--- src/rtl/vssm_pkg.sv ---
// Shared types and constants for the version slot state manager.
// Used by the controller, the datapath and the top level; no dependencies.
package vssm_pkg;

   // Pool geometry.
   localparam int SLOTS = 64;
   localparam int IDX_W = (SLOTS > 1) ? $clog2(SLOTS) : 1;

   // Field widths.
   localparam int ADDR_W  = 48;
   localparam int SHIFT_W = 5;

   // Reset values of the configuration registers.
   localparam logic [ADDR_W-1:0]  BASE_RESET  = '0;
   localparam logic [SHIFT_W-1:0] SHIFT_RESET = 5'd6;

   // Configuration register indexes.
   typedef enum logic [0:0] {
      CSR_BASE_ADDRESS = 1'b0,
      CSR_SLOT_SHIFT   = 1'b1
   } csr_index_type;

   // Request kinds.
   typedef enum logic [1:0] {
      KIND_ALLOCATE = 2'd0,
      KIND_FREE     = 2'd1,
      KIND_BACKUP   = 2'd2,
      KIND_CLEAR    = 2'd3
   } kind_type;

   // Slot states.
   typedef enum logic [1:0] {
      ST_FREE  = 2'd0,
      ST_INUSE = 2'd1,
      ST_SHORT = 2'd2,
      ST_LONG  = 2'd3
   } slot_state_type;

   // Response status codes.
   typedef enum logic [2:0] {
      RES_OK      = 3'd0,
      RES_NOFREE  = 3'd1,
      RES_BADADDR = 3'd2,
      RES_NOTIN   = 3'd3,
      RES_BADTGT  = 3'd4
   } status_type;

   // Controller sequence.
   typedef enum logic [1:0] {
      FSM_IDLE   = 2'd0,
      FSM_DECODE = 2'd1,
      FSM_CHECK  = 2'd2,
      FSM_COMMIT = 2'd3
   } fsm_state_type;

   // Commands from the controller to the datapath.
   typedef struct packed {
      logic load;
      logic decode;
      logic check;
      logic commit;
   } ctrl_cmd_type;

   // Status from the datapath to the controller.
   typedef struct packed {
      logic rsp_busy;
   } dp_status_type;

endpackage

--- src/rtl/vssm_ctrl.sv ---
// Sequencing state machine of the version slot state manager.
// Depends on vssm_pkg for the state, command and status types.
module vssm_ctrl (
   input  logic                   clock,
   input  logic                   reset,
   input  logic                   req_valid,
   output logic                   req_stall,
   input  vssm_pkg::dp_status_type status,
   output vssm_pkg::ctrl_cmd_type  cmd
);
   import vssm_pkg::*;

   fsm_state_type state_ff, state_in;

   // State register.
   always_ff @(posedge clock) begin
      if (reset) begin
         state_ff <= FSM_IDLE;
      end else begin
         state_ff <= state_in;
      end
   end

   // Next state and commands. The commit waits while the result register
   // still holds a beat that the receiver has stalled.
   always_comb begin
      state_in   = state_ff;
      cmd        = '0;
      req_stall  = 1'b1;
      unique case (state_ff)
         FSM_IDLE: begin
            req_stall = 1'b0;
            if (req_valid) begin
               cmd.load = 1'b1;
               state_in = FSM_DECODE;
            end
         end
         FSM_DECODE: begin
            cmd.decode = 1'b1;
            state_in   = FSM_CHECK;
         end
         FSM_CHECK: begin
            cmd.check = 1'b1;
            state_in  = FSM_COMMIT;
         end
         FSM_COMMIT: begin
            if (!status.rsp_busy) begin
               cmd.commit = 1'b1;
               state_in   = FSM_IDLE;
            end
         end
         default: begin
            state_in = FSM_IDLE;
         end
      endcase
   end

endmodule

--- src/rtl/vssm_datapath.sv ---
// Datapath of the version slot state manager: slot state flops, free slot
// encoder, address mapping, configuration registers and the result register.
// Depends on vssm_pkg for widths, codes and the command/status types.
module vssm_datapath (
   input  logic                                clock,
   input  logic                                reset,
   input  vssm_pkg::ctrl_cmd_type               cmd,
   output vssm_pkg::dp_status_type              status,
   input  logic                                csr_we,
   input  logic [0:0]                          csr_index,
   input  logic [vssm_pkg::ADDR_W-1:0]         csr_wdata,
   input  logic [1:0]                          req_kind,
   input  logic [vssm_pkg::ADDR_W-1:0]         req_slot_addr,
   input  logic [1:0]                          req_which_state,
   output logic                                rsp_valid,
   input  logic                                rsp_stall,
   output logic [2:0]                          rsp_status,
   output logic [vssm_pkg::ADDR_W-1:0]         rsp_slot_address
);
   import vssm_pkg::*;

   // Configuration registers.
   logic [ADDR_W-1:0]  base_ff;
   logic [SHIFT_W-1:0] shift_ff;

   // Captured request.
   kind_type          kind_ff;
   logic [ADDR_W-1:0] addr_ff;
   slot_state_type    which_ff;

   // Decode stage results.
   logic [ADDR_W-1:0] off_ff;
   logic              found_ff;
   logic [IDX_W-1:0]  enc_idx_ff;

   // Check stage results.
   logic              addr_ok_ff;
   logic [IDX_W-1:0]  slot_idx_ff;
   logic [ADDR_W-1:0] alloc_addr_ff;

   // Slot states.
   slot_state_type slot_ff [SLOTS];

   // Result register.
   logic              rsp_valid_ff, rsp_valid_in;
   status_type        rsp_status_ff;
   logic [ADDR_W-1:0] rsp_addr_ff;

   // Combinational signals.
   logic              enc_found;
   logic [IDX_W-1:0]  enc_idx;
   logic [ADDR_W-1:0] low_mask;
   logic [ADDR_W-1:0] idx_full;
   logic              addr_ok;
   slot_state_type    cur_state;
   status_type        commit_status;
   logic [ADDR_W-1:0] commit_addr;
   logic              slot_we;
   slot_state_type    slot_wstate;
   logic              clear_all;

   // Configuration writes.
   always_ff @(posedge clock) begin
      if (reset) begin
         base_ff  <= BASE_RESET;
         shift_ff <= SHIFT_RESET;
      end else if (csr_we) begin
         unique case (csr_index_type'(csr_index))
            CSR_BASE_ADDRESS: base_ff  <= csr_wdata;
            CSR_SLOT_SHIFT:   shift_ff <= csr_wdata[SHIFT_W-1:0];
            default:          base_ff  <= base_ff;
         endcase
      end
   end

   // Capture the accepted request beat.
   always_ff @(posedge clock) begin
      if (cmd.load) begin
         kind_ff  <= kind_type'(req_kind);
         addr_ff  <= req_slot_addr;
         which_ff <= slot_state_type'(req_which_state);
      end
   end

   // Priority encoder: lowest numbered free slot.
   always_comb begin
      enc_found = 1'b0;
      enc_idx   = '0;
      for (int i = SLOTS - 1; i >= 0; i--) begin
         if (slot_ff[i] == ST_FREE) begin
            enc_found = 1'b1;
            enc_idx   = IDX_W'(i);
         end
      end
   end

   // Decode stage: offset from the base and the free slot search.
   always_ff @(posedge clock) begin
      if (cmd.decode) begin
         off_ff     <= addr_ff - base_ff;
         found_ff   <= enc_found;
         enc_idx_ff <= enc_idx;
      end
   end

   // Address check: the offset must be slot aligned and inside the pool.
   assign low_mask = (ADDR_W'(1) << shift_ff) - ADDR_W'(1);
   assign idx_full = off_ff >> shift_ff;
   assign addr_ok  = ((off_ff & low_mask) == '0) && (idx_full < ADDR_W'(SLOTS));

   // Check stage: slot index and the address of an allocated slot.
   always_ff @(posedge clock) begin
      if (cmd.check) begin
         addr_ok_ff    <= addr_ok;
         slot_idx_ff   <= (kind_ff == KIND_ALLOCATE) ? enc_idx_ff : idx_full[IDX_W-1:0];
         alloc_addr_ff <= base_ff + (ADDR_W'(enc_idx_ff) << shift_ff);
      end
   end

   assign cur_state = slot_ff[slot_idx_ff];

   // Commit decision: status, returned address and the state change.
   always_comb begin
      commit_status = RES_OK;
      commit_addr   = '0;
      slot_we       = 1'b0;
      slot_wstate   = ST_FREE;
      clear_all     = 1'b0;
      unique case (kind_ff)
         KIND_ALLOCATE: begin
            if (found_ff) begin
               commit_addr = alloc_addr_ff;
               slot_we     = 1'b1;
               slot_wstate = ST_INUSE;
            end else begin
               commit_status = RES_NOFREE;
            end
         end
         KIND_FREE: begin
            if (!addr_ok_ff) begin
               commit_status = RES_BADADDR;
            end else if (cur_state != which_ff) begin
               commit_status = RES_NOTIN;
            end else begin
               slot_we     = 1'b1;
               slot_wstate = ST_FREE;
            end
         end
         KIND_BACKUP: begin
            if (!addr_ok_ff) begin
               commit_status = RES_BADADDR;
            end else if (which_ff != ST_SHORT && which_ff != ST_LONG) begin
               commit_status = RES_BADTGT;
            end else if (cur_state != ST_INUSE) begin
               commit_status = RES_NOTIN;
            end else begin
               slot_we     = 1'b1;
               slot_wstate = which_ff;
            end
         end
         KIND_CLEAR: begin
            clear_all = 1'b1;
         end
         default: begin
            commit_status = RES_OK;
         end
      endcase
   end

   // Slot state flops; reset frees every slot at once.
   always_ff @(posedge clock) begin
      if (reset) begin
         for (int i = 0; i < SLOTS; i++) begin
            slot_ff[i] <= ST_FREE;
         end
      end else if (cmd.commit) begin
         if (clear_all) begin
            for (int i = 0; i < SLOTS; i++) begin
               case (slot_ff[i])
                  ST_SHORT: slot_ff[i] <= ST_FREE;
                  ST_LONG:  slot_ff[i] <= ST_SHORT;
                  default:  slot_ff[i] <= slot_ff[i];
               endcase
            end
         end else if (slot_we) begin
            slot_ff[slot_idx_ff] <= slot_wstate;
         end
      end
   end

   // Result register: holds a beat until the receiver takes it.
   assign rsp_valid_in = cmd.commit | (rsp_valid_ff & rsp_stall);

   always_ff @(posedge clock) begin
      if (reset) begin
         rsp_valid_ff <= 1'b0;
      end else begin
         rsp_valid_ff <= rsp_valid_in;
      end
   end

   always_ff @(posedge clock) begin
      if (cmd.commit) begin
         rsp_status_ff <= commit_status;
         rsp_addr_ff   <= commit_addr;
      end
   end

   assign status.rsp_busy  = rsp_valid_ff & rsp_stall;
   assign rsp_valid        = rsp_valid_ff;
   assign rsp_status       = rsp_status_ff;
   assign rsp_slot_address = rsp_addr_ff;

endmodule

--- src/rtl/version_slot_state_manager.sv ---
// Version slot state manager: a pool of free, in-use, short and long backup slots,
// with allocate, free, backup and clear requests. Uses vssm_pkg, vssm_ctrl, vssm_datapath.
// A taken request beat is captured, then passes the decode, check and commit steps;
// the result beat is registered at the commit. No new request is taken before the commit,
// and a stalled result beat holds the commit. Synchronous reset frees every slot at once
// and sets base_address to 0 and slot_shift to 6.
module version_slot_state_manager (
   input  logic                        clock,
   input  logic                        reset,
   input  logic                        csr_we,
   input  logic [0:0]                  csr_index,
   input  logic [vssm_pkg::ADDR_W-1:0] csr_wdata,
   input  logic                        req_valid,
   output logic                        req_stall,
   input  logic [1:0]                  req_kind,
   input  logic [vssm_pkg::ADDR_W-1:0] req_slot_addr,
   input  logic [1:0]                  req_which_state,
   output logic                        rsp_valid,
   input  logic                        rsp_stall,
   output logic [2:0]                  rsp_status,
   output logic [vssm_pkg::ADDR_W-1:0] rsp_slot_address
);
   import vssm_pkg::*;

   ctrl_cmd_type  cmd;
   dp_status_type dp_status;

   // Controller.
   vssm_ctrl u_ctrl (
      .clock     (clock),
      .reset     (reset),
      .req_valid (req_valid),
      .req_stall (req_stall),
      .status    (dp_status),
      .cmd       (cmd)
   );

   // Datapath.
   vssm_datapath u_datapath (
      .clock            (clock),
      .reset            (reset),
      .cmd              (cmd),
      .status           (dp_status),
      .csr_we           (csr_we),
      .csr_index        (csr_index),
      .csr_wdata        (csr_wdata),
      .req_kind         (req_kind),
      .req_slot_addr    (req_slot_addr),
      .req_which_state  (req_which_state),
      .rsp_valid        (rsp_valid),
      .rsp_stall        (rsp_stall),
      .rsp_status       (rsp_status),
      .rsp_slot_address (rsp_slot_address)
   );

endmodule
--- config.mk ---
export PLATFORM = sky130hd
export DESIGN_NAME = version_slot_state_manager
export DESIGN_NICKNAME = d
export VERILOG_FILES = /design/src/rtl/vssm_pkg.sv /design/src/rtl/vssm_ctrl.sv /design/src/rtl/vssm_datapath.sv /design/src/rtl/version_slot_state_manager.sv
export SDC_FILE = /design/constraint.sdc
export NUM_CORES = 1
export LEC_CHECK = 0
export BUFFER_PORTS_ARGS = -buffer_cell sky130_fd_sc_hd__clkbuf_2
export CAP_MARGIN = 40
export CORE_AREA = 4 4 221 223
export CTS_BUF_LIST = sky130_fd_sc_hd__clkbuf_8
export CTS_CLUSTER_DIAMETER = 40
export DETAILED_ROUTE_END_ITERATION = 6
export DIE_AREA = 0 0 225 227
export PLACE_DENSITY_LB_ADDON = 0.2
export SLEW_MARGIN = 0
export SYNTH_ARGS = -nofsm -noshare
export SYNTH_HDL_FRONTEND = slang
export SYNTH_SLANG_ARGS = --single-unit
--- constraint.sdc ---
create_clock -name clock -period 5.95 [get_ports clock]
set_clock_uncertainty 0.15 [all_clocks]
set_input_delay 0.8925 -clock clock [delete_from_list [all_inputs] [get_ports clock]]
set_output_delay 0.8925 -clock clock [all_outputs]
set_load 0.01 [all_outputs]
==> results.toml <==
[setup_path]
critPathLaunch = "u_datapath.shift_ff[1]$_SDFFE_PP1P_"
r2r_cells = 15
crit_required_ns = 6.19
crit_fanout = 17
cp_cell_sequence = "mux2_2 -> o21ai_0 -> nor2_1 -> a21oi_1 -> nor2_1 -> ha_1 -> o21ai_0 -> a21oi_1 -> nand4_1 -> o2111ai_1 -> a22o_1 -> nor2b_1 -> nor2b_1 -> a2111oi_0 -> xor2_1"
crit_path_max_incr_delay_ns = 0.57
crit_path_end = "u_datapath.alloc_addr_ff[47]$_DFFE_PP_"
worstReg2RegStart = "u_datapath.shift_ff[1]$_SDFFE_PP1P_"
crit_slowest_cell = "a2111oi_0"
reg2reg_slack_ns = 1.05
critPathLaunchType = "flop"
worstSetupEndpointType = "flop"
critPathArrivalTime_ns = 5.14
timing.rr.end = "u_datapath.alloc_addr_ff[47]$_DFFE_PP_"
critical_path_class = "reg2reg"

[logic_synthesis]
synth_largest_area_cell = "edfxtp_1"
async_reset_ff_share_pct = 0
syn-num-nets = 2742
yosys_warnings = 0
avgSynthCellArea_sq_um = 9.84
synthTopCellsByArea = "edfxtp_1, dfxtp_1, a21oi_1"
synth_top_area_share_pct = 41.0
synth_cell_types = 75
synth.most_common_cell = "edfxtp_1"
synth-edff-count = 341
ys_top_cells_by_count = "edfxtp_1, nand2_1, a21oi_1, nor2_1, clkbuf_1"
netlist_area_sq_um = 25000
syn_inst = 2539
synth_seq_area_share_pct = 45.9
synth_top_flop_cell = "edfxtp_1"
ys_ff_latch = 403

[sta]
fin_crit_ns = 4.90
worstMarginPinSlew_ns = 0.886
max_slew_margin_pct = 39.4
fin_hold_ws_ns = 0.250
tns_ns = 0
fin_crit_sh_pct = 82.3
slew_viol_final = 0
setup_violations = 0
clock.fmax_mhz = 204
rsz0062_at_grt = "no"
finalHoldViolCount = 0

[floorplan]
dieWidth_um = 225
design.core.area_sq_um = 46600
initial_core_util_pct = 53.7
die-height_um = 227
die_area_sq_um = 51100
core.rowCount = 79
num_io_pins = 159

[routing]
wire_per_inst_um = 22.9
drtIter0Drc = 2332
vias_per_cell = 6.46
firstDrtPassIters = 5
drc_errors = 0
ant_nets = 0
vias = 21500
wl_um = 76100

[global_routing]
overflow = 0
antenna_found_initial = 0
groute.usage.overall_pct = 29.0
grt_max_degree = 66
grt_pass1_wl_um = 116000
grt_pass1_vias = 20500

[cts]
cts_inserted_buffers = 78
hold_buffers = 0
htree_levels = 3
post_cts_buffers = 0
cts_sinks = 403
clkTransAtPathRegs_ns = 0.05
cts_tree = "built"
clk_path_buf_depth = 3
worstSkewPairLatency_ns = 0.68
ctsResizeCount = 0
clockRootBuffer = "clkbuf_8"

[placed_design]
hpwl_um = 54600
port_buffers = 158
gp_congestion = 1.01

[cells_and_area]
fill_cells = 3965
diodes = 0
layout-drive-gt1-share_pct = 15.2
syn2layout_area_growth_pct = 11.5
nNetsFinal = 2860

[power]
leakage_nw = 10.6
p_per_area_nw_per_um2 = 355
ir_worst_vdd_v = 0.000463

[flow_run]
maxCapViolCount = 0

[worst_hold_path]
hold_path_class = "in2reg"

[status]
status = "completed"
[per-layer routing]
layer / track usage (%) / routed length [um]
met4: 10.3 / 2710
met1: 38.8 / 30100
met3: 5.24 / 6670
met2: 48.0 / 36600
met5: 0 / 0
[state kept, by name (all words and copies together), names as in the netlist, named ones only]
register and count:
u_datapath.slot_ff 128, u_datapath.addr_ff 48, u_datapath.alloc_addr_ff 48, u_datapath.base_ff 48, u_datapath.off_ff 48, u_datapath.rsp_slot_address 48, u_datapath.enc_idx_ff 6, u_datapath.slot_idx_ff 6
u_datapath.shift_ff 5, u_datapath.rsp_status 3, u_ctrl.state_ff 2, u_datapath.kind_ff 2, u_datapath.which_ff 2, u_datapath.addr_ok_ff 1, u_datapath.found_ff 1, u_datapath.rsp_valid 1
[report_power, final]
part           leakage [nW]  switching [W]  internal (W)
sequential             3.82       0.000439       0.00369
combinational          5.84        0.00182       0.00115
clock                 0.899        0.00124       0.00154
total                  10.6        0.00351       0.00638
[cells by family after synthesis]
logic type                 count (synthesis)  share of synthesized area, %
DFF                                      403                          45.9
muxes                                    122                          6.90
xor gates and xnor gates                  91                          3.19
AOI/OAI and AO/OA                        751                          19.9
buffers and inverters                    258                          4.18
adders and majority gates                 98                          4.96
and+or+nand+nor                          816                          15.0
[worst max-delay path: cells and delay by family, from the launching register on]
family | cells | cell delay (ns)
muxes | 1 | 0.38
xor gates and xnor gates | 1 | 0.12
DFF | 1 | 0.46
AOI/OAI and AO/OA | 7 | 2.44
adders and majority gates | 1 | 0.37
and+or+nand+nor | 5 | 0.72
[area by class of cell]
type	count	area (sq um)	share of cell area, %
multi-input combinational	1878	12500	44.9
clock buffer	81	1110	4.00
inverter	100	375	1.35
sequential	403	11500	41.2
tap	607	759	2.73
clock inverter	61	445	1.60
timing repair buffer	196	1170	4.19
[worst min-delay path by stage]
stage	from	cells after the start	slack, ns	end
2_1_floorplan	u_datapath.base_ff[40]$_SDFFE_PP0P_	2	0.29	u_datapath.base_ff[40]$_SDFFE_PP0P_
3_3_place_gp	u_datapath.base_ff[41]$_SDFFE_PP0P_	2	0.30	u_datapath.base_ff[41]$_SDFFE_PP0P_
3_5_place_dp	u_datapath.base_ff[40]$_SDFFE_PP0P_	2	0.30	u_datapath.base_ff[40]$_SDFFE_PP0P_
4_1_cts	req_which_state[0]	1	0.21	u_datapath.which_ff[0]$_DFFE_PP_
5_1_grt	req_slot_addr[38]	1	0.21	u_datapath.addr_ff[38]$_DFFE_PP_
6_report	req_kind[0]	1	0.25	u_datapath.kind_ff[0]$_DFFE_PP_
[layout by cell type, fill, tap and decap left out, drive strengths merged, types with 17 or more instances in the layout]
cell type / n
nor3: 91
o22ai: 28
a21o: 50
xor2: 26
mux4: 37
mux2: 31
a31oi: 17
o32ai: 67
nor2b: 25
clkbuf: 238
o21ai: 102
nand2: 298
mux2i: 54
clkinv: 18
and3: 59
a211oi: 29
xnor2: 65
dfxtp: 62
ha: 95
nand3: 38
edfxtp: 341
nor2: 205
o31ai: 80
inv: 134
buf: 39
a21oi: 244
o21a: 26
nand4: 20
[through the flow]
step	total power, W	util, %	setup WS (ns)	instance area, sq um	instances
floorplan	0.00619	-	0.928	25000	2539
global placement	0.00704	56.1	0.965	26100	3173
detailed placement	0.00711	56.5	1.11	26300	3184
CTS	0.00989	59.9	1.12	27900	3326
global route	0.0104	59.9	0.780	27900	3326
finish	0.00989	59.9	1.05	27900	3326
Power figures use the tool's default switching activity.
